## config.mk

```make
export PLATFORM = sky130hd
export DESIGN_NAME = sync_framed_packet_receiver_flat
export DESIGN_NICKNAME = d
export VERILOG_FILES = /design/src/rtl/core/sfpr_pkg.sv /design/src/rtl/core/sfpr_if.sv /design/src/rtl/core/sync_framed_packet_receiver.sv /design/src/rtl/core/sfpr_front.sv /design/src/rtl/core/sfpr_queue.sv /design/src/rtl/core/sfpr_back.sv /design/src/flat_wrapper.sv
export VERILOG_INCLUDE_DIRS = /design/src /design/src/rtl/core
export SDC_FILE = /design/constraint.sdc
export NUM_CORES = 1
export LEC_CHECK = 0
export BUFFER_PORTS_ARGS = -buffer_cell sky130_fd_sc_hd__buf_2
export CORE_MARGIN = 1.5
export CORE_UTILIZATION = 54
export DETAILED_ROUTE_END_ITERATION = 10
export HOLD_SLACK_MARGIN = 0.12
export PLACE_DENSITY = 0.73
export SYNTH_ARGS = -nofsm -noshare
export SYNTH_HDL_FRONTEND = slang
export SYNTH_SLANG_ARGS = --single-unit
```

## constraint.sdc

```tcl
create_clock -name clock -period 3.7 [get_ports clock]
set_input_delay 0.74 -clock clock [delete_from_list [all_inputs] [get_ports clock]]
set_output_delay 0.74 -clock clock [all_outputs]
set_load 0.01 [all_outputs]
```

## src/rtl/core/sync_framed_packet_receiver_assert.svh

```systemverilog
// assertion macros shared by the deframer modules
`ifndef SYNC_FRAMED_PACKET_RECEIVER_ASSERT_SVH
`define SYNC_FRAMED_PACKET_RECEIVER_ASSERT_SVH

// same-cycle implication, sampled on clock, off during reset
`define SFPR_ASSERT_IMP(label, ante, cons, msg) \
   label: assert property (@(posedge clock) disable iff (reset) (ante) |-> (cons)) \
      else $error(msg);

// next-cycle implication, sampled on clock, off during reset
`define SFPR_ASSERT_NXT(label, ante, cons, msg) \
   label: assert property (@(posedge clock) disable iff (reset) (ante) |=> (cons)) \
      else $error(msg);

`endif

```

## src/rtl/core/sfpr_pkg.sv

```systemverilog
// shared types, constants and helpers of the packet deframer
package sfpr_pkg;

   localparam int PAYLOAD_LIMIT_DEFAULT = 32;
   localparam logic [7:0] SYNC_RESET = 8'hAA;
   localparam logic [8:0] MOD_BASE = 9'h0FF;
   localparam int STORE_DEPTH = 31;
   localparam int IDX_W = 5;
   localparam int QUEUE_DEPTH = 2;

   typedef enum logic {
      OP_BYTE    = 1'b0,
      OP_TIMEOUT = 1'b1
   } op_type;

   typedef enum logic [2:0] {
      PH_SYNC1,
      PH_SYNC2,
      PH_HEADER,
      PH_LENGTH,
      PH_DATA,
      PH_CHECK
   } phase_type;

   // one accepted packet waiting to drain
   typedef struct packed {
      logic [7:0]       header;
      logic [IDX_W-1:0] length;
      logic             bank;
   } desc_type;

   // payload store write from the parser
   typedef struct packed {
      logic             en;
      logic             bank;
      logic [IDX_W-1:0] index;
      logic [7:0]       data;
   } store_wr_type;

   // result word fields minus the payload byte
   typedef struct packed {
      logic [7:0]       header;
      logic [IDX_W-1:0] length;
      logic [IDX_W-1:0] pos;
      logic             has;
      logic             last;
   } rsp_meta_type;

   // add modulo 255, a + b stays at or below 510
   function automatic logic [7:0] add_mod255(logic [7:0] a, logic [7:0] b);
      logic [8:0] s;
      s = {1'b0, a} + {1'b0, b};
      if (s >= MOD_BASE) begin
         s = s - MOD_BASE;
      end
      return s[7:0];
   endfunction

endpackage

```

## src/rtl/core/sfpr_if.sv

```systemverilog
// valid/ready channel interfaces of the packet deframer

// received byte or timeout word
interface sfpr_req_if;
   logic       valid;
   logic       ready;
   logic       operation;
   logic [7:0] rx_byte;
   modport source (output valid, output operation, output rx_byte, input ready);
   modport sink (input valid, input operation, input rx_byte, output ready);
endinterface

// one result word of a packet run
interface sfpr_rsp_if;
   logic       valid;
   logic       ready;
   logic [7:0] header_byte;
   logic [4:0] payload_length;
   logic [4:0] byte_position;
   logic [7:0] payload_byte;
   logic       has_payload;
   logic       last_of_packet;
   modport source (output valid, output header_byte, output payload_length,
                   output byte_position, output payload_byte, output has_payload,
                   output last_of_packet, input ready);
   modport sink (input valid, input header_byte, input payload_length,
                 input byte_position, input payload_byte, input has_payload,
                 input last_of_packet, output ready);
endinterface

// sync value register write
interface sfpr_csr_if;
   logic       valid;
   logic       ready;
   logic [7:0] sync_value;
   modport source (output valid, output sync_value, input ready);
   modport sink (input valid, input sync_value, output ready);
endinterface

```

## src/rtl/core/sync_framed_packet_receiver.sv

```systemverilog
// Output path: with the drain side idle, a good packet passes the packet queue, the read stage
//   and the result register in that order; words follow one per cycle on rsp_ch.ready
// Throughput: one input word per cycle; input stalls only while two committed packets are
//   still being read out of the two-bank payload store (two-entry packet queue).
// Reset: synchronous, active high; clears the parser, queue and output valid, sets the sync
//   value to 0xAA; the payload store is not cleared and needs no clearing pass.
module sync_framed_packet_receiver #(
   parameter int PAYLOAD_LIMIT = sfpr_pkg::PAYLOAD_LIMIT_DEFAULT
) (
   input  logic        clock,
   input  logic        reset,
   sfpr_req_if.sink    req_ch,
   sfpr_rsp_if.source  rsp_ch,
   sfpr_csr_if.sink    csr_ch
);
   import sfpr_pkg::*;

   logic [7:0]   sync_ff;
   store_wr_type store_wr;
   logic         push;
   desc_type     push_desc;
   desc_type     head;
   logic         head_valid;
   logic         q_full;
   logic         pop;

   // sync value register, always writable
   assign csr_ch.ready = 1'b1;

   always_ff @(posedge clock) begin
      if (reset) begin
         sync_ff <= SYNC_RESET;
      end else if (csr_ch.valid && csr_ch.ready) begin
         sync_ff <= csr_ch.sync_value;
      end
   end

   // frame parser
   sfpr_front #(
      .PAYLOAD_LIMIT (PAYLOAD_LIMIT)
   ) u_front (
      .clock      (clock),
      .reset      (reset),
      .req_ch     (req_ch),
      .sync_value (sync_ff),
      .q_full     (q_full),
      .store_wr   (store_wr),
      .push       (push),
      .push_desc  (push_desc)
   );

   // committed packet queue
   sfpr_queue u_queue (
      .clock      (clock),
      .reset      (reset),
      .push       (push),
      .push_desc  (push_desc),
      .pop        (pop),
      .head       (head),
      .head_valid (head_valid),
      .full       (q_full)
   );

   // drain engine
   sfpr_back u_back (
      .clock      (clock),
      .reset      (reset),
      .rsp_ch     (rsp_ch),
      .store_wr   (store_wr),
      .head       (head),
      .head_valid (head_valid),
      .pop        (pop)
   );

endmodule

```

## src/rtl/core/sfpr_front.sv

```systemverilog
// frame parser: sync hunt, header, length, payload capture, checksum
module sfpr_front #(
   parameter int PAYLOAD_LIMIT = sfpr_pkg::PAYLOAD_LIMIT_DEFAULT
) (
   input  logic                  clock,
   input  logic                  reset,
   sfpr_req_if.sink              req_ch,
   input  logic [7:0]            sync_value,
   input  logic                  q_full,
   output sfpr_pkg::store_wr_type store_wr,
   output logic                  push,
   output sfpr_pkg::desc_type    push_desc
);
   import sfpr_pkg::*;

   phase_type        phase_ff, phase_in;
   logic [7:0]       header_ff, header_in;
   logic [IDX_W-1:0] length_ff, length_in;
   logic [IDX_W-1:0] count_ff, count_in;
   logic [7:0]       sum_ff, sum_in;
   logic             bank_ff, bank_in;
   logic             accept;
   logic             len_ok;

   // both store banks busy blocks new words
   assign req_ch.ready = !q_full;
   assign accept = req_ch.valid && req_ch.ready;
   assign len_ok = (int'(req_ch.rx_byte) < PAYLOAD_LIMIT) &&
                   (int'(req_ch.rx_byte) <= STORE_DEPTH);
   assign push_desc = '{header: header_ff, length: length_ff, bank: bank_ff};

   // state register
   always_ff @(posedge clock) begin
      if (reset) begin
         phase_ff  <= PH_SYNC1;
         header_ff <= '0;
         length_ff <= '0;
         count_ff  <= '0;
         sum_ff    <= '0;
         bank_ff   <= 1'b0;
      end else begin
         phase_ff  <= phase_in;
         header_ff <= header_in;
         length_ff <= length_in;
         count_ff  <= count_in;
         sum_ff    <= sum_in;
         bank_ff   <= bank_in;
      end
   end

   // next state, store write and packet commit
   always_comb begin
      phase_in  = phase_ff;
      header_in = header_ff;
      length_in = length_ff;
      count_in  = count_ff;
      sum_in    = sum_ff;
      bank_in   = bank_ff;
      push      = 1'b0;
      store_wr  = '{en: 1'b0, bank: bank_ff, index: count_ff, data: req_ch.rx_byte};
      if (accept) begin
         if (req_ch.operation == OP_TIMEOUT) begin
            phase_in = PH_SYNC1;
         end else begin
            case (phase_ff)
               PH_SYNC2: begin
                  phase_in = (req_ch.rx_byte == sync_value) ? PH_HEADER : PH_SYNC1;
               end
               PH_HEADER: begin
                  header_in = req_ch.rx_byte;
                  sum_in    = req_ch.rx_byte;
                  phase_in  = PH_LENGTH;
               end
               PH_LENGTH: begin
                  if (len_ok) begin
                     length_in = req_ch.rx_byte[IDX_W-1:0];
                     sum_in    = add_mod255(sum_ff, req_ch.rx_byte);
                     count_in  = '0;
                     phase_in  = (req_ch.rx_byte != 8'd0) ? PH_DATA : PH_CHECK;
                  end else begin
                     phase_in = PH_SYNC1;
                  end
               end
               PH_DATA: begin
                  store_wr.en = 1'b1;
                  sum_in      = add_mod255(sum_ff, req_ch.rx_byte);
                  count_in    = count_ff + IDX_W'(1);
                  if (count_in >= length_ff) begin
                     phase_in = PH_CHECK;
                  end
               end
               PH_CHECK: begin
                  // good checksum hands the bank to the drain side
                  if (sum_ff == req_ch.rx_byte) begin
                     push    = 1'b1;
                     bank_in = !bank_ff;
                  end
                  phase_in = PH_SYNC1;
               end
               default: begin
                  phase_in = (req_ch.rx_byte == sync_value) ? PH_SYNC2 : PH_SYNC1;
               end
            endcase
         end
      end
   end

endmodule

```

## src/rtl/core/sfpr_queue.sv

```systemverilog
`include "sync_framed_packet_receiver_assert.svh"
// short queue of committed packets between parser and drain
module sfpr_queue (
   input  logic               clock,
   input  logic               reset,
   input  logic               push,
   input  sfpr_pkg::desc_type push_desc,
   input  logic               pop,
   output sfpr_pkg::desc_type head,
   output logic               head_valid,
   output logic               full
);
   import sfpr_pkg::*;

   localparam int PTR_W = (QUEUE_DEPTH > 1) ? $clog2(QUEUE_DEPTH) : 1;
   localparam int CNT_W = $clog2(QUEUE_DEPTH + 1);

   desc_type         entry_ff [QUEUE_DEPTH];
   logic [PTR_W-1:0] wr_ptr_ff, wr_ptr_in;
   logic [PTR_W-1:0] rd_ptr_ff, rd_ptr_in;
   logic [CNT_W-1:0] count_ff, count_in;

   assign head       = entry_ff[rd_ptr_ff];
   assign head_valid = (count_ff != '0);
   assign full       = (count_ff == CNT_W'(QUEUE_DEPTH));

   // entry storage
   always_ff @(posedge clock) begin
      if (push) begin
         entry_ff[wr_ptr_ff] <= push_desc;
      end
   end

   // pointers and fill count
   always_comb begin
      wr_ptr_in = wr_ptr_ff;
      rd_ptr_in = rd_ptr_ff;
      count_in  = count_ff;
      if (push) begin
         wr_ptr_in = (wr_ptr_ff == PTR_W'(QUEUE_DEPTH - 1)) ? '0 : wr_ptr_ff + PTR_W'(1);
      end
      if (pop) begin
         rd_ptr_in = (rd_ptr_ff == PTR_W'(QUEUE_DEPTH - 1)) ? '0 : rd_ptr_ff + PTR_W'(1);
      end
      if (push && !pop) begin
         count_in = count_ff + CNT_W'(1);
      end else if (pop && !push) begin
         count_in = count_ff - CNT_W'(1);
      end
   end

   always_ff @(posedge clock) begin
      if (reset) begin
         wr_ptr_ff <= '0;
         rd_ptr_ff <= '0;
         count_ff  <= '0;
      end else begin
         wr_ptr_ff <= wr_ptr_in;
         rd_ptr_ff <= rd_ptr_in;
         count_ff  <= count_in;
      end
   end

   // parser must hold off while both banks are owned by the drain side
   `SFPR_ASSERT_IMP(a_no_push_full, push, !full, "packet committed into a full queue")
   `SFPR_ASSERT_IMP(a_no_pop_empty, pop, head_valid, "pop from an empty queue")
   `SFPR_ASSERT_IMP(a_count_range, 1'b1, count_ff <= CNT_W'(QUEUE_DEPTH), "queue count overflow")
   `SFPR_ASSERT_NXT(a_count_up, push && !pop, count_ff == $past(count_ff) + CNT_W'(1),
                    "queue count did not follow a push")

endmodule

```

## src/rtl/core/sfpr_back.sv

```systemverilog
`include "sync_framed_packet_receiver_assert.svh"
// drain engine: two-bank payload store, read stage and result register
module sfpr_back (
   input  logic                   clock,
   input  logic                   reset,
   sfpr_rsp_if.source             rsp_ch,
   input  sfpr_pkg::store_wr_type store_wr,
   input  sfpr_pkg::desc_type     head,
   input  logic                   head_valid,
   output logic                   pop
);
   import sfpr_pkg::*;

   localparam int MEM_DEPTH = 2 << IDX_W;

   logic [7:0]       store_mem [MEM_DEPTH];
   logic [7:0]       rd_data_ff;
   logic [IDX_W-1:0] k_ff, k_in;
   logic             s1_valid_ff, s1_valid_in;
   rsp_meta_type     s1_meta_ff;
   logic             out_valid_ff, out_valid_in;
   rsp_meta_type     out_meta_ff;
   logic [7:0]       out_byte_ff;
   logic             out_take;
   logic             s1_free;
   logic             issue;
   logic             last_issue;

   // handshake of the two stages
   assign out_take   = !out_valid_ff || rsp_ch.ready;
   assign s1_free    = !s1_valid_ff || out_take;
   assign issue      = head_valid && s1_free;
   assign last_issue = (head.length == '0) || (k_ff + IDX_W'(1) == head.length);
   assign pop        = issue && last_issue;

   // payload store, registered read
   always_ff @(posedge clock) begin
      if (store_wr.en) begin
         store_mem[{store_wr.bank, store_wr.index}] <= store_wr.data;
      end
      if (issue) begin
         rd_data_ff <= store_mem[{head.bank, k_ff}];
      end
   end

   // byte walk and valid bits
   always_comb begin
      k_in = k_ff;
      if (issue) begin
         k_in = last_issue ? '0 : k_ff + IDX_W'(1);
      end
      s1_valid_in  = issue ? 1'b1 : (out_take ? 1'b0 : s1_valid_ff);
      out_valid_in = out_take ? s1_valid_ff : out_valid_ff;
   end

   always_ff @(posedge clock) begin
      if (reset) begin
         k_ff         <= '0;
         s1_valid_ff  <= 1'b0;
         out_valid_ff <= 1'b0;
      end else begin
         k_ff         <= k_in;
         s1_valid_ff  <= s1_valid_in;
         out_valid_ff <= out_valid_in;
      end
   end

   // read stage and result register payload
   always_ff @(posedge clock) begin
      if (issue) begin
         s1_meta_ff <= '{header: head.header, length: head.length, pos: k_ff,
                         has: (head.length != '0), last: last_issue};
      end
      if (out_take && s1_valid_ff) begin
         out_meta_ff <= s1_meta_ff;
         out_byte_ff <= s1_meta_ff.has ? rd_data_ff : 8'd0;
      end
   end

   assign rsp_ch.valid          = out_valid_ff;
   assign rsp_ch.header_byte    = out_meta_ff.header;
   assign rsp_ch.payload_length = out_meta_ff.length;
   assign rsp_ch.byte_position  = out_meta_ff.pos;
   assign rsp_ch.payload_byte   = out_byte_ff;
   assign rsp_ch.has_payload    = out_meta_ff.has;
   assign rsp_ch.last_of_packet = out_meta_ff.last;

   `SFPR_ASSERT_IMP(a_issue_needs_head, issue, head_valid, "store read without a packet")
   `SFPR_ASSERT_NXT(a_s1_hold, s1_valid_ff && !out_take, s1_valid_ff,
                    "read stage lost a word while stalled")
   `SFPR_ASSERT_NXT(a_walk_step, issue && !last_issue, k_ff == $past(k_ff) + IDX_W'(1),
                    "byte walk skipped a position")

endmodule

```

## src/flat_wrapper.sv

```systemverilog
// flat-port wrapper written by rule: the top's interface ports become plain ports
module sync_framed_packet_receiver_flat import sfpr_pkg::*;
#(
   parameter int PAYLOAD_LIMIT = sfpr_pkg::PAYLOAD_LIMIT_DEFAULT
)
  (clock, reset, req_ch_valid, req_ch_operation, req_ch_rx_byte, req_ch_ready, rsp_ch_valid, rsp_ch_header_byte, rsp_ch_payload_length, rsp_ch_byte_position, rsp_ch_payload_byte, rsp_ch_has_payload, rsp_ch_last_of_packet, rsp_ch_ready, csr_ch_valid, csr_ch_sync_value, csr_ch_ready);
  sfpr_req_if req_ch_i ();
  sfpr_rsp_if rsp_ch_i ();
  sfpr_csr_if csr_ch_i ();
  input  logic clock;
  input  logic reset;
  input wire logic [$bits(req_ch_i.valid)-1:0] req_ch_valid;
  input wire logic [$bits(req_ch_i.operation)-1:0] req_ch_operation;
  input wire logic [$bits(req_ch_i.rx_byte)-1:0] req_ch_rx_byte;
  output wire logic [$bits(req_ch_i.ready)-1:0] req_ch_ready;
  output wire logic [$bits(rsp_ch_i.valid)-1:0] rsp_ch_valid;
  output wire logic [$bits(rsp_ch_i.header_byte)-1:0] rsp_ch_header_byte;
  output wire logic [$bits(rsp_ch_i.payload_length)-1:0] rsp_ch_payload_length;
  output wire logic [$bits(rsp_ch_i.byte_position)-1:0] rsp_ch_byte_position;
  output wire logic [$bits(rsp_ch_i.payload_byte)-1:0] rsp_ch_payload_byte;
  output wire logic [$bits(rsp_ch_i.has_payload)-1:0] rsp_ch_has_payload;
  output wire logic [$bits(rsp_ch_i.last_of_packet)-1:0] rsp_ch_last_of_packet;
  input wire logic [$bits(rsp_ch_i.ready)-1:0] rsp_ch_ready;
  input wire logic [$bits(csr_ch_i.valid)-1:0] csr_ch_valid;
  input wire logic [$bits(csr_ch_i.sync_value)-1:0] csr_ch_sync_value;
  output wire logic [$bits(csr_ch_i.ready)-1:0] csr_ch_ready;
  assign req_ch_i.valid = req_ch_valid;
  assign req_ch_i.operation = req_ch_operation;
  assign req_ch_i.rx_byte = req_ch_rx_byte;
  assign req_ch_ready = req_ch_i.ready;
  assign rsp_ch_valid = rsp_ch_i.valid;
  assign rsp_ch_header_byte = rsp_ch_i.header_byte;
  assign rsp_ch_payload_length = rsp_ch_i.payload_length;
  assign rsp_ch_byte_position = rsp_ch_i.byte_position;
  assign rsp_ch_payload_byte = rsp_ch_i.payload_byte;
  assign rsp_ch_has_payload = rsp_ch_i.has_payload;
  assign rsp_ch_last_of_packet = rsp_ch_i.last_of_packet;
  assign rsp_ch_i.ready = rsp_ch_ready;
  assign csr_ch_i.valid = csr_ch_valid;
  assign csr_ch_i.sync_value = csr_ch_sync_value;
  assign csr_ch_ready = csr_ch_i.ready;
  sync_framed_packet_receiver #(.PAYLOAD_LIMIT(PAYLOAD_LIMIT)) u_core (.clock(clock), .reset(reset), .req_ch(req_ch_i), .rsp_ch(rsp_ch_i), .csr_ch(csr_ch_i));
endmodule
```

After elaboration in Yosys (flattened, before gate mapping)
Memories as Yosys holds them, arrays and structs flattened. A register that Yosys moved wholly into a read port is not among the register bits.
Index checks and enable logic that the tools add are counted.
{ "classes": {"add_sub_neg": 8, "magnitude_cmp": 4, "n_eq_ne": 11, "n_mux": 32, "n_bitwise": 1, "reduce_logical": 30} }
{ "ops": {"columns": ["operator", "n"], "rows": [
  ["$pmux 8 s3", 1],
  ["$mux 1", 19],
  ["$eq 8x8->1", 2],
  ["$mux 8", 2],
  ["$reduce_and 4->1", 4],
  ["$pmux 3 s5", 1],
  ["$add 5x1->5 const B", 2],
  ["$mux 5", 2],
  ["$pmux 5 s2", 1],
  ["$add 8x8->9", 1],
  ["$ge 9x8->1 const B", 1],
  ["$mux 3", 3],
  ["$le 8x5->1 const B", 1],
  ["$lt 8x6->1 const B", 1],
  ["$reduce_bool 2->1", 4],
  ["$reduce_bool 8->1", 1],
  ["$sub 8x8->8 const B", 1],
  ["$logic_and 1x1->1", 7],
  ["$eq 3x2->1 const B", 2],
  ["$eq 3x3->1 const B", 2],
  ["$logic_not 1->1", 6],
  ["$mux 2", 3],
  ["$eq 5x5->1", 1],
  ["$ge 5x5->1", 1],
  ["14 further kinds", 17]
]} }
{ "totals": {"reg_bits": 97, "ramBits": 540, "in_bits": 22, "word_cells": 112, "n_memories": 2} }
{ "memory_table": {"columns": ["memory", "depth", "width", "read_ports", "rd_ports_with_merged_regs", "wr", "line", "text"], "rows": [
  ["u_core.u_back.store_mem", 64, 8, 1, 1, 1, "sfpr_back.sv:16", "logic [7:0] store_mem [MEM_DEPTH];"],
  ["u_core.u_queue.entry_ff", 2, 14, 1, 1, 1, "sfpr_queue.sv:18", "desc_type entry_ff [QUEUE_DEPTH];"]
]} }

Longest topological paths before layout
Gate-level depths: netlist (run 1).
{ "depth": {"ltp_word": 9, "ltp_mapped": 12, "mapped_depth_nobuf": 10} }

Modules after synthesis
From an unflattened synthesis (run 1), not the netlist that was laid out.
{ "unflattened": {"hier_cells": 1453, "area_unflattened_um2": 26156.3} }
{ "by_module_without_submodules": {"columns": ["module", "instances", "cells_per_inst", "area_per_inst_um2"], "rows": [
  ["sfpr_back", 1, 1061, 22143.7],
  ["sfpr_front", 1, 299, 2488.6],
  ["sfpr_queue", 1, 65, 1216.2],
  ["sync_framed_packet_receiver", 1, 28, 307.8]
]} }

Worst setup path before layout (run 1)
Ideal clock, no wire load.
{ "synth_path": {"kind": "input port to flip-flop", "start": "in rsp_ch_ready", "end": "reg u_core.u_queue.count_ff[1]", "t_arrival_ns": 3.704, "slack_ns": -0.074, "path_stages": 6, "path_cell_list": "nor2b_1 > a21oi_1 > nand2_1 > ha_1 > or3_1 > a21oi_1"} }
{ "synth_between": {"elab_chain_len": 7} }
{ "synth_rtl": {"columns": ["item", "line", "text"], "rows": [
  ["start: declaration", "flat_wrapper.sv:23", "input wire logic [$bits(rsp_ch_i.ready)-1:0] rsp_ch_ready;"],
  ["$logic_or 1x1->1 *", "sfpr_back.sv:30", "assign out_take = !out_valid_ff || rsp_ch.ready;"],
  ["$logic_or 1x1->1 *", "sfpr_back.sv:31", "assign s1_free = !s1_valid_ff || out_take;"],
  ["$logic_and 1x1->1 *", "sfpr_back.sv:32", "assign issue = head_valid && s1_free;"],
  ["net u_core.u_back.issue", "sfpr_back.sv:26", "logic issue;"],
  ["$logic_and 1x1->1 *", "sfpr_back.sv:34", "assign pop = issue && last_issue;"],
  ["$logic_not 1->1", "sfpr_queue.sv:45", "if (push && !pop) begin"],
  ["$logic_and 1x1->1", "sfpr_queue.sv:45", null],
  ["$mux 2 / $reduce_bool 2->1 (equally long branches)", null, null],
  ["end signal: assignment", "sfpr_queue.sv:60", "count_ff <= count_in;"],
  ["end: declaration", "sfpr_queue.sv:21", "logic [CNT_W-1:0] count_ff, count_in;"]
]} }
Mark *: on every way through the listed nets, which the timed path passes. The rest lies on a longest branch.
A chain may end at the register's enable or synchronous reset.

==> impl.org, run 1 <==
** Power and ir drop
- Internal cell power :: 11,690 µW
- For this design the total switching power over the nets is ~2700 µW.
- The analysis attributes to cell leakage a power of 0.009104 µW.
- IR analysis of the VDD net gives a maximum drop of 0.3948 mV.
- Of the total power, the share spent switching nets is 18.95%.
- For this design the ratio of total power to cell area is around 500 nW/µm².
- In this run, the combinational gates consume 1.4% of the power.
- Sequential cells account for 55.2% of the total power.
- Clock share of power :: 43.4%

** Routing
- After detailed routing, the number of remaining DRC violations is 0.
- After the first detailed-routing iteration, the DRC count stood at 1,478.
- Detailed routing placed a total of roughly 28 mm of wire on met2.
- Dividing the detail-routed wire length by the instance count gives 26.77 µm.
- Antenna Violating Nets Remaining :: 0
- Dividing the detail-routed via count by the number of cells gives 6.184.
- The final route contains 12,800 vias.
- DRT met1 WL :: 22.40 mm
- Wirelength, routed :: 55.42 mm
- Length of routed met3 wiring :: 3.785 mm
- Routed signal wires occupy layers up through met4.
- Number of detailed-routing iterations run before antenna repair :: 5

** STA
- Count of endpoints failing hold in the final timing report :: 0
- Worst-margin pin slew :: 856.1 ps
- Setup violations remaining at the end of the flow were counted as 0.
- Number of pins exceeding their max-slew limit in the final report :: 0
- Time the final worst path needs with I/O delays and setup :: 3118 ps
- Final sum of negative setup slack :: 0 ps
- Timing-limited maximum frequency :: 320.7 MHz
- Fin Clk Skew :: 25.34 ps
- Setup repair after global routing left no endpoint under its margin.
- Hold timing on the final database bottoms out at a slack of 352.2 ps.
- Measured against its own limit, the worst slew margin works out to 42.72%.
- Final critical-path share of the clock period :: 84.28%

** Yosys
- Post-Synthesis Mean Instance Area :: 19.79 µm²
- Post-Syn Nets :: around 1,300
- Synth warnings :: 0
- Synthesis produced a netlist whose cell count is 1,288.
- Sequential cells were found to cover 74.15% of the synthesized design area.
- Post-synth top flop :: sky130_fd_sc_hd__edfxtp_1
- After synthesis the netlist holds a flip-flop and latch count of 646.
- Distinct cell type count after synthesis :: 62
- Number of enable flip-flop cells after synthesis :: between 500 and 600
- In this run the cell area of the synthesized design comes to 25,490 µm².
- In the synthesized netlist the async set-or-reset flop fraction comes to 0%.

** Floorplanning
- Core region area :: 46,560 µm²
- Effective utilization at floorplan :: 54.74%
- DIE HEIGHT :: 220.2 µm
- Area of the die :: 48,510 µm²
- Number of placed I/O pins :: 53
- In this run the core area contains 79 standard-cell rows.
- X dimension of the die :: 220.2 µm

** Setup path
- Critical path data arrival time :: 3660 ps
- Launching element type of the critical path :: flip-flop
- The cell family contributing the most delay on the critical path is flip-flops.
- The worst register-to-register path has a setup slack of 580 ps.
- Largest incremental delay on the critical path :: 770 ps
- Worst setup EP type :: flip-flop
- Cells along the critical path :: mux2_2, xor2_1, xnor2_1, o31ai_1, nand2_1, ha_1, or3_1, a21oi_1
- Counting both buffers and inverters, the worst setup path holds a total of 0.
- Data on the critical path is required at its endpoint by 4240 ps.
- Counting cells, the worst reg-to-reg path comes to 8.
- The critical path in this run is classified as flip-flop to flip-flop.
- The slowest stage of the critical path belongs to the cell sky130_fd_sc_hd__dfxtp_1.
- Largest fanout on the critical path :: 14
- Capturing point of the worst reg2reg path :: u_core.u_queue.count_ff[1]

** Layout
- Cells with a size suffix above 1 make up 27.14% of the layout.
- Layout fillers :: slightly above 3,000
- Synth-to-layout area growth :: 13.39%
- Number of antenna cells inserted :: 0
- Post-route cell area :: 28,900 µm²
- Finished Core Util :: 62.07%
- Final Net Count :: 1,451

** Place
- Number of input and output port buffers inserted :: 51
- Post-detail-place hpwl :: between 30 and 40 mm
- GPL Wtd Cong :: 0.8131
- Post-place instance area :: 26,890 µm²

** Clocking
- Post CTS Setup Buffer Count :: 0
- Cts repair resizes :: 0
- In this run the number of H-tree levels came out at 2.
- After clock tree synthesis, the clock-pin slew on the worst setup and hold paths is 60 ps.
- TritonCTS built the clock tree.
- Number of buffers inserted during clock tree synthesis :: 60
- Number of hold buffers added after CTS :: 0
- Library cell used as clock root buffer :: sky130_fd_sc_hd__clkbuf_16
- Clock latency on the worst-skew pair, taken at its later pin, is about 620 ps.
- Clock Sinks :: ~650
- The clock passes through at most 3 buffers.

** Global route
- GRT Total Usage :: a little under a quarter
- Global-route wire length before repair :: a little over 80 mm
- The total overflow left after global routing is 0.
- Pin count of the biggest net entering global routing :: 70
- Initial antenna violation count :: 0
- Via count of the first global-routing pass :: approximately 13,000

** Flow run
- Maximum capacitance violations :: 0

** Min path
- Critical hold path startpoint :: csr_ch_sync_value[5]
- The tightest min-delay check is of the primary input to flip-flop type.
- Worst hold path endpoint :: u_core.sync_ff[5]
- Hold Path Depth :: 3

** Outcome
- The run finished with clean final reports.
## final cells by class
type	count	area [µm²]	area share, %
clock buffers	81	1622	5.611
clock inverters	33	389.1	1.346
inverters	8	30.03	0.1039
well taps	607	759.5	2.628
repair buffers	122	888.4	3.074
multi-input cells	573	6302	21.81
flip-flops and latches	646	18910	65.43
## how the worst max path moves through the flow
stage | endpoint | cells after the start | startpoint
floorplan | u_core.u_queue.entry_ff[0][0] | 6 | req_ch_rx_byte[2]
global placement | u_core.u_front.sum_ff[0] | 10 | req_ch_rx_byte[0]
detailed placement | u_core.u_front.sum_ff[0] | 10 | req_ch_rx_byte[0]
CTS | u_core.u_queue.count_ff[1] | 8 | flip-flop
global route | u_core.u_queue.count_ff[1] | 9 | flip-flop
finish | u_core.u_queue.count_ff[1] | 8 | flip-flop
## power groups by stage
stage	Combinational [µW]	Clock (µW)	Sequential (µW)
floorplan	60.6	0	8110
global placement	199	0	8110
detailed placement	208	0	8110
CTS	208	6340	7960
global route	224	6620	7950
finish	206	6260	7960
## logic make-up after synthesis
kind of cell             after synthesis  share of synthesized area, %
AO/OA/AOI/OAI                         78                         2.077
XOR/XNOR                              32                         1.100
adder cells (fa/ha/maj)               18                        0.9131
buffers and inverters                 69                         1.173
flip-flops                           646                         74.15
multiplexers                         199                         16.13
other                                  1                       0.01471
AND/OR/NAND/NOR                      245                         4.438
## routing by layer
layer / vias to the layer above / global-route usage [%]
met5: - / 0
met4: 0 / 6.871
met3: 85 / 3.450
met2: 535 / 39.11
met1: 6687 / 32.89
li1: 5494 / -
## cell usage after synthesis, types with 2 or more instances
master / count / area (µm²)
sky130_fd_sc_hd__o21ai_0: 10 / 50.05
sky130_fd_sc_hd__o31ai_1: 3 / 22.52
sky130_fd_sc_hd__a211o_1: 2 / 17.52
sky130_fd_sc_hd__and3b_1: 2 / 17.52
sky130_fd_sc_hd__o21a_1: 5 / 37.54
sky130_fd_sc_hd__nand2_1: 43 / 161.4
sky130_fd_sc_hd__mux2i_1: 17 / 170.2
sky130_fd_sc_hd__nand3b_1: 5 / 37.54
sky130_fd_sc_hd__buf_2: 14 / 70.07
sky130_fd_sc_hd__o21ai_1: 2 / 10.01
sky130_fd_sc_hd__nor3_1: 10 / 50.05
sky130_fd_sc_hd__a22oi_1: 8 / 60.06
sky130_fd_sc_hd__edfxtp_1: 596 / 17900
sky130_fd_sc_hd__mux4_2: 168 / 3784
sky130_fd_sc_hd__a211oi_1: 2 / 15.01
sky130_fd_sc_hd__buf_1: 10 / 37.54
sky130_fd_sc_hd__nand3_1: 19 / 95.09
sky130_fd_sc_hd__o211ai_1: 2 / 15.01
sky130_fd_sc_hd__inv_1: 8 / 30.03
sky130_fd_sc_hd__xor2_1: 12 / 105.1
sky130_fd_sc_hd__clkbuf_1: 32 / 120.1
sky130_fd_sc_hd__nor2b_1: 7 / 43.79
sky130_fd_sc_hd__nand2b_1: 5 / 31.28
sky130_fd_sc_hd__or3_1: 5 / 31.28
sky130_fd_sc_hd__nor4_1: 4 / 25.02
sky130_fd_sc_hd__a32o_1: 2 / 20.02
sky130_fd_sc_hd__nor2_1: 116 / 435.4
sky130_fd_sc_hd__mux2_2: 14 / 157.7
sky130_fd_sc_hd__o22ai_1: 4 / 25.02
sky130_fd_sc_hd__nand4b_1: 3 / 26.28
sky130_fd_sc_hd__and2_1: 11 / 68.82
sky130_fd_sc_hd__nand4_1: 6 / 37.54
sky130_fd_sc_hd__a2111oi_0: 2 / 17.52
sky130_fd_sc_hd__a21oi_1: 21 / 105.1
sky130_fd_sc_hd__xnor2_1: 20 / 175.2
sky130_fd_sc_hd__or4_1: 2 / 15.01
sky130_fd_sc_hd__dfxtp_1: 50 / 1001
sky130_fd_sc_hd__buf_4: 4 / 30.03
sky130_fd_sc_hd__ha_1: 17 / 212.7
sky130_fd_sc_hd__a21o_1: 3 / 22.52
## state kept, by name, summed over array words and instances, names as in the netlist, 2 cells and up, named ones only
register and flops:
u_core.u_back.rd_data_ff 8, u_core.u_front.count_ff 5, u_core.u_front.phase_ff 3, u_core.u_front.length_ff 5, u_core.u_front.sum_ff 8, u_core.u_front.header_ff 8, u_core.u_back.store_mem 512, u_core.u_back.rsp_ch.header_byte 8
u_core.u_queue.count_ff 2, u_core.u_back.rsp_ch.payload_length 5, u_core.u_back.rsp_ch.payload_byte 8, u_core.sync_ff 8, u_core.u_back.k_ff 5, u_core.u_back.s1_meta_ff 20, u_core.u_back.rsp_ch.byte_position 5, u_core.u_queue.entry_ff 28
## placed cells by master, fill, tap and decap left out, types with 18 or more instances in the layout
master and n:
sky130_fd_sc_hd__a21oi_1 20, sky130_fd_sc_hd__buf_2 51, sky130_fd_sc_hd__buf_4 63, sky130_fd_sc_hd__clkbuf_1 18
sky130_fd_sc_hd__clkbuf_16 61, sky130_fd_sc_hd__dfxtp_1 46, sky130_fd_sc_hd__edfxtp_1 596, sky130_fd_sc_hd__mux4_2 168
sky130_fd_sc_hd__nand2_1 43, sky130_fd_sc_hd__nand3_1 19, sky130_fd_sc_hd__nor2_1 116, sky130_fd_sc_hd__xnor2_1 20
## per-stage QoR
| stage | total power [µW] | cells | setup slack [ps] |
|---|---|---|---|
| global route | 14800 | 2070 | 468.2 |
| CTS | 14500 | 2070 | 583.1 |
| finish | 14420 | 2070 | 581.8 |
| detailed placement | 8319 | 1956 | 234.8 |
| floorplan | 8173 | 1288 | 519.0 |
| global placement | 8310 | 1956 | 366.5 |
## tightest hold or removal path: stages
cell                      delay [ps]
sky130_fd_sc_hd__buf_2            80
sky130_fd_sc_hd__mux2i_1          60
sky130_fd_sc_hd__nand2_1          60
No activity file was read; power rests on OpenSTA's default activity.
==> inputs of run 2 (changes only) <==
Clock period 3.7 ns to 2.6 ns, I/O delays scaled along.
==> impl.org, run 2 (synthesis results as in run 1) <==
** Routing
- DRT iter0 DRCs :: around 1,300
- Detail-routed net length per standard cell :: between 20 and 30 µm
- For this run, design rule violations remaining after detail routing come to 0.
- The pre-antenna-repair detailed-routing pass consisted of 5 iterations.
- Wirelength, routed :: between 50 and 60 mm
- After detailed routing, the number of vias per cell comes to 6.034.
- Total number of vias :: 13,250
- The detail route stage leaves a number of antenna-violating nets equal to 0.

** Floorplanning
- The floorplan step defined a core boundary enclosing 46,560 µm².
- Number of placed I/O pins :: 53
- The die covers 48,510 µm².
- Rows :: 79
- Effective utilization at floorplan :: ~55%
- The die is around 220 µm tall.
- The die is 220.2 µm wide.

** Place
- During placement, the flow inserted port buffers numbering 51.
- Once placement completed, the tool counted placed cells totaling 2,065.
- GPL Wtd Cong :: 0.8131
- Post-place instance area :: 27,960 µm²
- Post-detail-place hpwl :: 36.33 mm
- Prior to clock tree synthesis, the placed netlist has a worst setup slack of -379.9 ps.

** STA
- Worst-margin pin slew :: approximately 770 ps
- Dividing the final minimum period by the clock period gives 102.4%.
- After layout, the worst setup slack is -62.12 ps.
- The count of endpoints failing hold in the final timing report came to 0.
- Based on the critical path, the design can be clocked at up to 375.6 MHz.
- Number of pins exceeding their max-slew limit in the final report :: 0
- On the final layout, the worst clock skew is 28.27 ps.
- Slew HR :: 48.60%
- Setup violators final :: 5
- After routing, the total negative slack on setup checks comes to -138.1 ps.
- Time the final worst path needs with I/O delays and setup :: 2662 ps
- Unrepaired setup endpoints after global routing :: yes

** Power and ir drop
- The worst-case IR drop observed on VDD is 0.5907 mV.
- Summed over all cells, the static leakage comes to 0.009829 µW.
- PD cells :: 678.4 nW/µm²

** Clocking
- The number of clock buffers added by TritonCTS is 60.
- Clock latency on the worst-skew pair :: 640 ps
- The clock tree synthesis step divided the H-tree into 2 levels.
- CTS placed an instance of sky130_fd_sc_hd__clkbuf_16 at the clock tree root.
- Clock slew at reported path FFs :: 70 ps
- Clock tree from TritonCTS :: built
- Maximum number of buffers from clock root to sink :: 3
- The clock drives around 650 sinks.

** Layout
- Post-route cell area :: around 30,000 µm²
- Counting the fill cells in the layout gives ~3,000.
- Most common library cell in the layout ignoring fill and taps :: sky130_fd_sc_hd__edfxtp_1
- Most frequent cells in the layout :: sky130_fd_sc_hd__edfxtp_1, sky130_fd_sc_hd__mux4_2, sky130_fd_sc_hd__buf_4
- Of the cells placed in the final design, the portion with a size suffix greater than 1 is 34.17%.
- Max reg flops :: 512
- The final layout contains 1,578 nets.
- More flip-flops sit in one register than any other, and that register is u_core.u_back.store_mem.
- The largest registers in the layout are u_core.u_back.store_mem (512), u_core.u_queue.entry_ff (28), u_core.u_back.s1_meta_ff (20).
- Relative to the synthesized area, the layout overhead comes to 18.75%.
- The count of cells in the finished layout, fillers not included, comes to 2,196.
- Finished Core Util :: 65.01%
- The number of antenna diodes in the final layout is 0.

** Setup path
- Worst path required time :: between 2000 and 3000 ps
- Cells along the critical path :: buf_12, buf_12, mux4_2, mux4_2, mux4_2
- The worst setup path is captured at a flip-flop.
- Critical path data arrival time :: 3010 ps
- Critical Path Slowest Stage Cell :: sky130_fd_sc_hd__mux4_2
- The critical path is of the flip-flop to flip-flop type.
- Worst setup path startpoint :: u_core.u_back.k_ff[0]
- Largest incremental delay on the critical path :: 550 ps
- Startpoint of the worst register-to-register path :: u_core.u_back.k_ff[0]
- Largest fanout on the critical path :: 10
- Critical path's most frequent cell :: sky130_fd_sc_hd__mux4_2
- Launching element type of the critical path :: flip-flop

** Global route
- Entering global routing, the biggest net connects 66 pins.
- Via count of the first global-routing pass :: 13,250
- GRT Total Usage :: 24.30%
- The first global-routing pass estimated 84.64 mm of wire.
- Residual overflow from global routing :: 0
- The number of antenna violations at the first check in global routing is 3.

** Flow run
- Max-cap violations in this run came to 0.

** Min path
- Type of the worst min-delay path :: primary input to flip-flop
- The startpoint identified for the worst hold timing path is rsp_ch_ready.

** Outcome
- Violated checks :: setup timing
- The flow ran to the end, but the final reports show violations.
-- run 2: through the flow --
step	hold WS, ps	total power, µW
after detailed placement	406.3	11880
after CTS	212.5	20640
final	242.4	20530
after global routing	256.5	21040
after floorplan	400.3	11640
after global placement	401.9	11860
-- run 2: cell type report --
class	instances	area [µm²]	area share [%]
clock buffers	80	1658	5.478
clock inverters	33	351.6	1.162
inverters	8	30.03	0.09922
multi-input cells	573	6415	21.20
flip-flops and latches	646	18910	62.48
well taps	607	759.5	2.509
repair buffers	249	2142	7.078
-- run 2: what timing repair did --
action	4_1_cts	5_1_grt
hold buffers	8	0
resized for setup	6	14
buffers inserted	5	3
hold endpoints to repair	8	0
pin swaps	0	5
cloned	2	1
setup endpoints to repair	9	18
-- run 2: routing by layer --
metal	GRT usage (%)	vias up	wire length (µm)
met4	7.302	0	1568
met1	33.35	6910	23070
met3	5.526	92	4472
met5	0	-	0
met2	39.31	505	28340
li1	-	5744	-
-- run 2: worst max-delay path: cells and delay by family (launching register included) --
family,cells,cell delay (ps)
buffers and inverters,2,340
flip-flops,1,420
multiplexers,3,1600
-- run 2: final timing paths --
path / to / slack [ps] / cells after the start
setup reg to reg: u_core.u_back.rd_data_ff[6] / -60 / 5
setup / recovery: u_core.u_back.rd_data_ff[6] / -60 / 5
hold / removal: u_core.u_back.rsp_ch.valid / 240 / 4
hold reg to reg: u_core.u_back.rsp_ch.header_byte[3] / 420 / 0
-- run 2: power by group --
group,switching [µW],leakage [µW],internal [µW]
sequential,5.52,0.00585,11300
clock,3780,0.000982,5080
combinational,250,0.00300,98.2
total,4040,0.00983,16500
==> inputs of run 3 (changes only) <==
Settings changed: CORE_MARGIN 1.5 to default, CTS_CLUSTER_DIAMETER from default to 120, SYNTH_HIERARCHICAL from default to 1.
==> impl.org, run 3 <==
** Layout
- Leaving out fill and tap cells, the most frequent cell in the layout is sky130_fd_sc_hd__edfxtp_1.
- Most frequent cells in the layout :: sky130_fd_sc_hd__edfxtp_1, sky130_fd_sc_hd__buf_4, sky130_fd_sc_hd__mux4_2
- Compared with the post-synthesis result, the final layout area differs by 16.93%.
- Max reg flops :: 512
- The repair_antennas step left the layout with diodes totalling 0.
- In the final layout, the registers with the most flip-flops are u_core/u_back/store_mem (512), u_core/u_queue/entry_ff (28), u_core/u_back/s1_meta_ff (20).
- The layout has around 3,200 filler cells.
- The finished cells cover 30,580 µm².
- For this run, the post-layout net count is 1,718.
- Biggest register :: u_core/u_back/store_mem
- The post-route netlist has 31.60% of its cells at a drive strength greater than 1.

** Min path
- The min-delay analysis places its worst path in the category primary input to flip-flop.
- In this run the most critical hold path is launched from csr_ch_sync_value[2].
- Counting instances, the worst hold path has a depth of 3.
- For hold timing, the worst endpoint is u_core/sync_ff[2].

** Global route
- The first global-routing pass estimated 86.91 mm of wire.
- For this run the aggregate overflow at the end of global routing stands at 0.
- Initial antenna violation count :: 1
- The via count of the first global-routing pass came to 14,380.
- Pin count of the biggest net entering global routing :: 82
- Global routing used 23.62% of the available tracks across all layers.

** Setup path
- STA classifies the critical path endpoint as a flip-flop.
- Startpoint of the worst register-to-register path :: u_core/u_front/sum_ff[0]
- Depth of the most critical reg-to-reg path :: 8
- Capturing point of the worst reg2reg path :: u_core/u_front/sum_ff[0]
- Largest fanout on the critical path :: 8
- The worst setup path is launched from a flip-flop.
- Worst path required time :: between 3000 and 4000 ps
- Critical path data arrival time :: 3140 ps
- By startpoint and endpoint, the worst setup path is classified as flip-flop to flip-flop.
- Across all register-to-register paths, the minimum setup slack is -9 ps.

** Outcome
- The checks that failed: setup timing.
- Status :: complete, but fails checks

** STA
- After layout, the worst path uses 100.4% of the clock period.
- For the final routed database, the setup TNS stands at -10.75 ps.
- Count of endpoints failing hold in the final timing report :: 0
- The number of max-slew violations in the final report was 0.
- Slew HR :: 40.80%
- In the post-route analysis, the smallest setup slack over all paths is -9.380 ps.
- Setup violations remaining at the end of the flow were counted as 2.
- Unrepaired setup endpoints after global routing :: yes
- Fin Clk Skew :: 15.78 ps
- For the pin with the worst max-slew slack, the measured transition is 888.0 ps.
- Timing-limited maximum frequency :: 383.2 MHz
- Counting I/O delays and the setup requirement, the final critical path takes about 2600 ps.

** Place
- Post-place instance area :: 28,330 µm²
- Once detailed placement completed, the half-perimeter wirelength came to ~35 mm.
- The congestion estimate from routability-driven global placement came to 0.8864.
- Worst slack at placement :: -304.5 ps
- In this run the tool buffered the top-level ports with 51 buffer cells.

** Yosys
- Post-synth top flop :: sky130_fd_sc_hd__edfxtp_1
- After synthesis the netlist holds a flip-flop and latch count of 646.
- Portion of synthesized cell area occupied by the leading cell type :: 68.42%
- Gate Count Post-Synth :: 1,453
- Fraction of synthesis flops using an asynchronous set or reset pin :: 0%
- Yosys mapped a number of flops with a built-in enable equal to around 600.
- Most numerous cell types in the synthesized netlist :: sky130_fd_sc_hd__edfxtp_1, sky130_fd_sc_hd__nor2_1, sky130_fd_sc_hd__mux4_2, sky130_fd_sc_hd__mux2i_1, sky130_fd_sc_hd__dfxtp_1
- During synthesis, Yosys emitted a total of 6 warnings.
- Among all cell types in the netlist, the one instantiated most often is sky130_fd_sc_hd__edfxtp_1.
- The number of nets in the synthesized netlist is 1,493.
- Leading cell types by total area after synthesis :: sky130_fd_sc_hd__edfxtp_1, sky130_fd_sc_hd__mux4_2, sky130_fd_sc_hd__dfxtp_1, sky130_fd_sc_hd__mux2i_1, sky130_fd_sc_hd__nor2_1
- After synthesis, the netlist uses between 70 and 80 different library cells.
- Sequential-to-total area share from yosys stat :: 72.25%
- Of all cell types, the one taking the most synthesized area is sky130_fd_sc_hd__edfxtp_1.
- The synthesized netlist occupies a cell area of 26,160 µm².
- Averaged over all synthesized cells, the footprint is 18.00 µm².

** Clocking
- Number of buffers inserted during clock tree synthesis :: 61
- Clock slew at reported path FFs :: ~70 ps
- TritonCTS built the clock tree.
- Clock Sinks :: about 650
- In this run the clock root is driven by a sky130_fd_sc_hd__clkbuf_16.
- Maximum number of buffers from clock root to sink :: 3
- Clock latency on the worst-skew pair :: 620 ps
- Depth of the CTS H-tree :: 2

** Power and ir drop
- In this run the power density over the cells is 666.2 nW/µm².
- Design Power :: about 20,000 µW
- Worst vdd rail ir drop :: 0.5841 mV
- In this run the static leakage power is 0.01025 µW.

** Routing
- Mean number of vias per cell :: 6.082
- Total number of vias :: 14,250
- Detail-routed net length per standard cell :: around 25 µm
- Wirelength, routed :: 58.12 mm
- Antenna Violating Nets Remaining :: 0
- The first TritonRoute pass finished after 5 iterations.
- DRT iter0 DRCs :: 1,449
- # DRC :: 0

** Floorplanning
- X dimension of the die :: roughly 220 µm
- The core region is between 40,000 and 50,000 µm².
- Effective utilization at floorplan :: 54.78%
- Area of the die :: 49,320 µm²
- During I/O placement, the number of pins put on the boundary was 53.
- The floorplan has 80 rows.
- Measured along the y axis, the die boundary spans 222.1 µm.

** Flow run
- Maximum capacitance violations :: 0
run 3: final cells by class:
class	instances	area (µm²)	share of cell area (%)
clock buffer	75	1620	5.298
clock inverter	38	341.6	1.117
inverter	10	37.54	0.1227
multi-input combinational	713	7024	22.97
sequential	646	18920	61.85
tap	615	769.5	2.516
timing repair buffer	246	1876	6.132
run 3: worst max-delay path, stage by stage, from the launching register on:
cell and delay, ps:
sky130_fd_sc_hd__dfxtp_4 360, sky130_fd_sc_hd__ha_4 170, sky130_fd_sc_hd__fa_2 440, sky130_fd_sc_hd__a21o_4 250, sky130_fd_sc_hd__a221oi_4 330, sky130_fd_sc_hd__buf_4 180
sky130_fd_sc_hd__o21ai_4 100, sky130_fd_sc_hd__or4b_1 540, sky130_fd_sc_hd__o211ai_1 160
run 3: where the power goes:
part	internal (µW)	leakage [µW]	switching [µW]
sequential	11300	0.00595	4.81
clock	5000	0.000963	3720
combinational	98.6	0.00334	242
total	16400	0.0102	3970
run 3: cell families (layout without fill, tap and decap cells):
family | count (synthesis) | after routing | share of synthesized area [%]
compound gates | 171 | 171 | 4.750
xor+xnor | 29 | 29 | 0.9710
fa+ha+maj | 18 | 18 | 0.8897
buf+inv | 94 | 369 | 1.933
flops | 646 | 646 | 72.25
mux | 208 | 208 | 13.75
other cells | 1 | 1 | 0.01434
simple gates | 286 | 286 | 5.439
run 3: metal layers:
layer	wire (µm)	part of all wire (%)	vias to the layer above	GRT usage [%]
met5	0	0	-	0
met4	1668	2.9	0	7.258
met3	3878	6.7	107	4.784
met2	29310	50	515	39.50
met1	23260	40	7369	31.35
li1	-	-	6259	-
run 3: timing repair:
item | 4_1_cts | 5_1_grt
resized for setup | 13 | 26
pin swaps | 2 | 12
hold buffers | 6 | 0
gates cloned | 0 | 0
buffers inserted | 0 | 6
hold endpoints to repair | 6 | 0
setup endpoints to repair | 7 | 213
run 3: through the flow:
stage | instances | hold slack [ps] | utilization [%]
3_5_place_dp | 2218 | 404.5 | 59.33
4_1_cts | 2337 | 124.0 | 63.70
2_1_floorplan | 1453 | 400.3 | -
3_3_place_gp | 2218 | 401.9 | 59.33
6_report | 2343 | 169.8 | 64.06
5_1_grt | 2343 | 152.5 | 64.06
run 3: worst max path at each step:
stage | start | endpoint | slack (ps) | cells past startpoint
CTS | flip-flop | u_core/u_queue/count_ff[1] | -70 | 11
detailed placement | req_ch_rx_byte[0] | u_core/u_front/sum_ff[1] | -300 | 9
global route | u_core/u_front/sum_ff[0] | u_core/u_front/sum_ff[3] | -100 | 10
global placement | req_ch_rx_byte[0] | u_core/u_front/sum_ff[1] | -220 | 9
floorplan | rsp_ch_ready | u_core/u_queue/count_ff[1] | -140 | 7
finish | u_core/u_front/sum_ff[0] | u_core/u_front/sum_ff[0] | -9 | 8
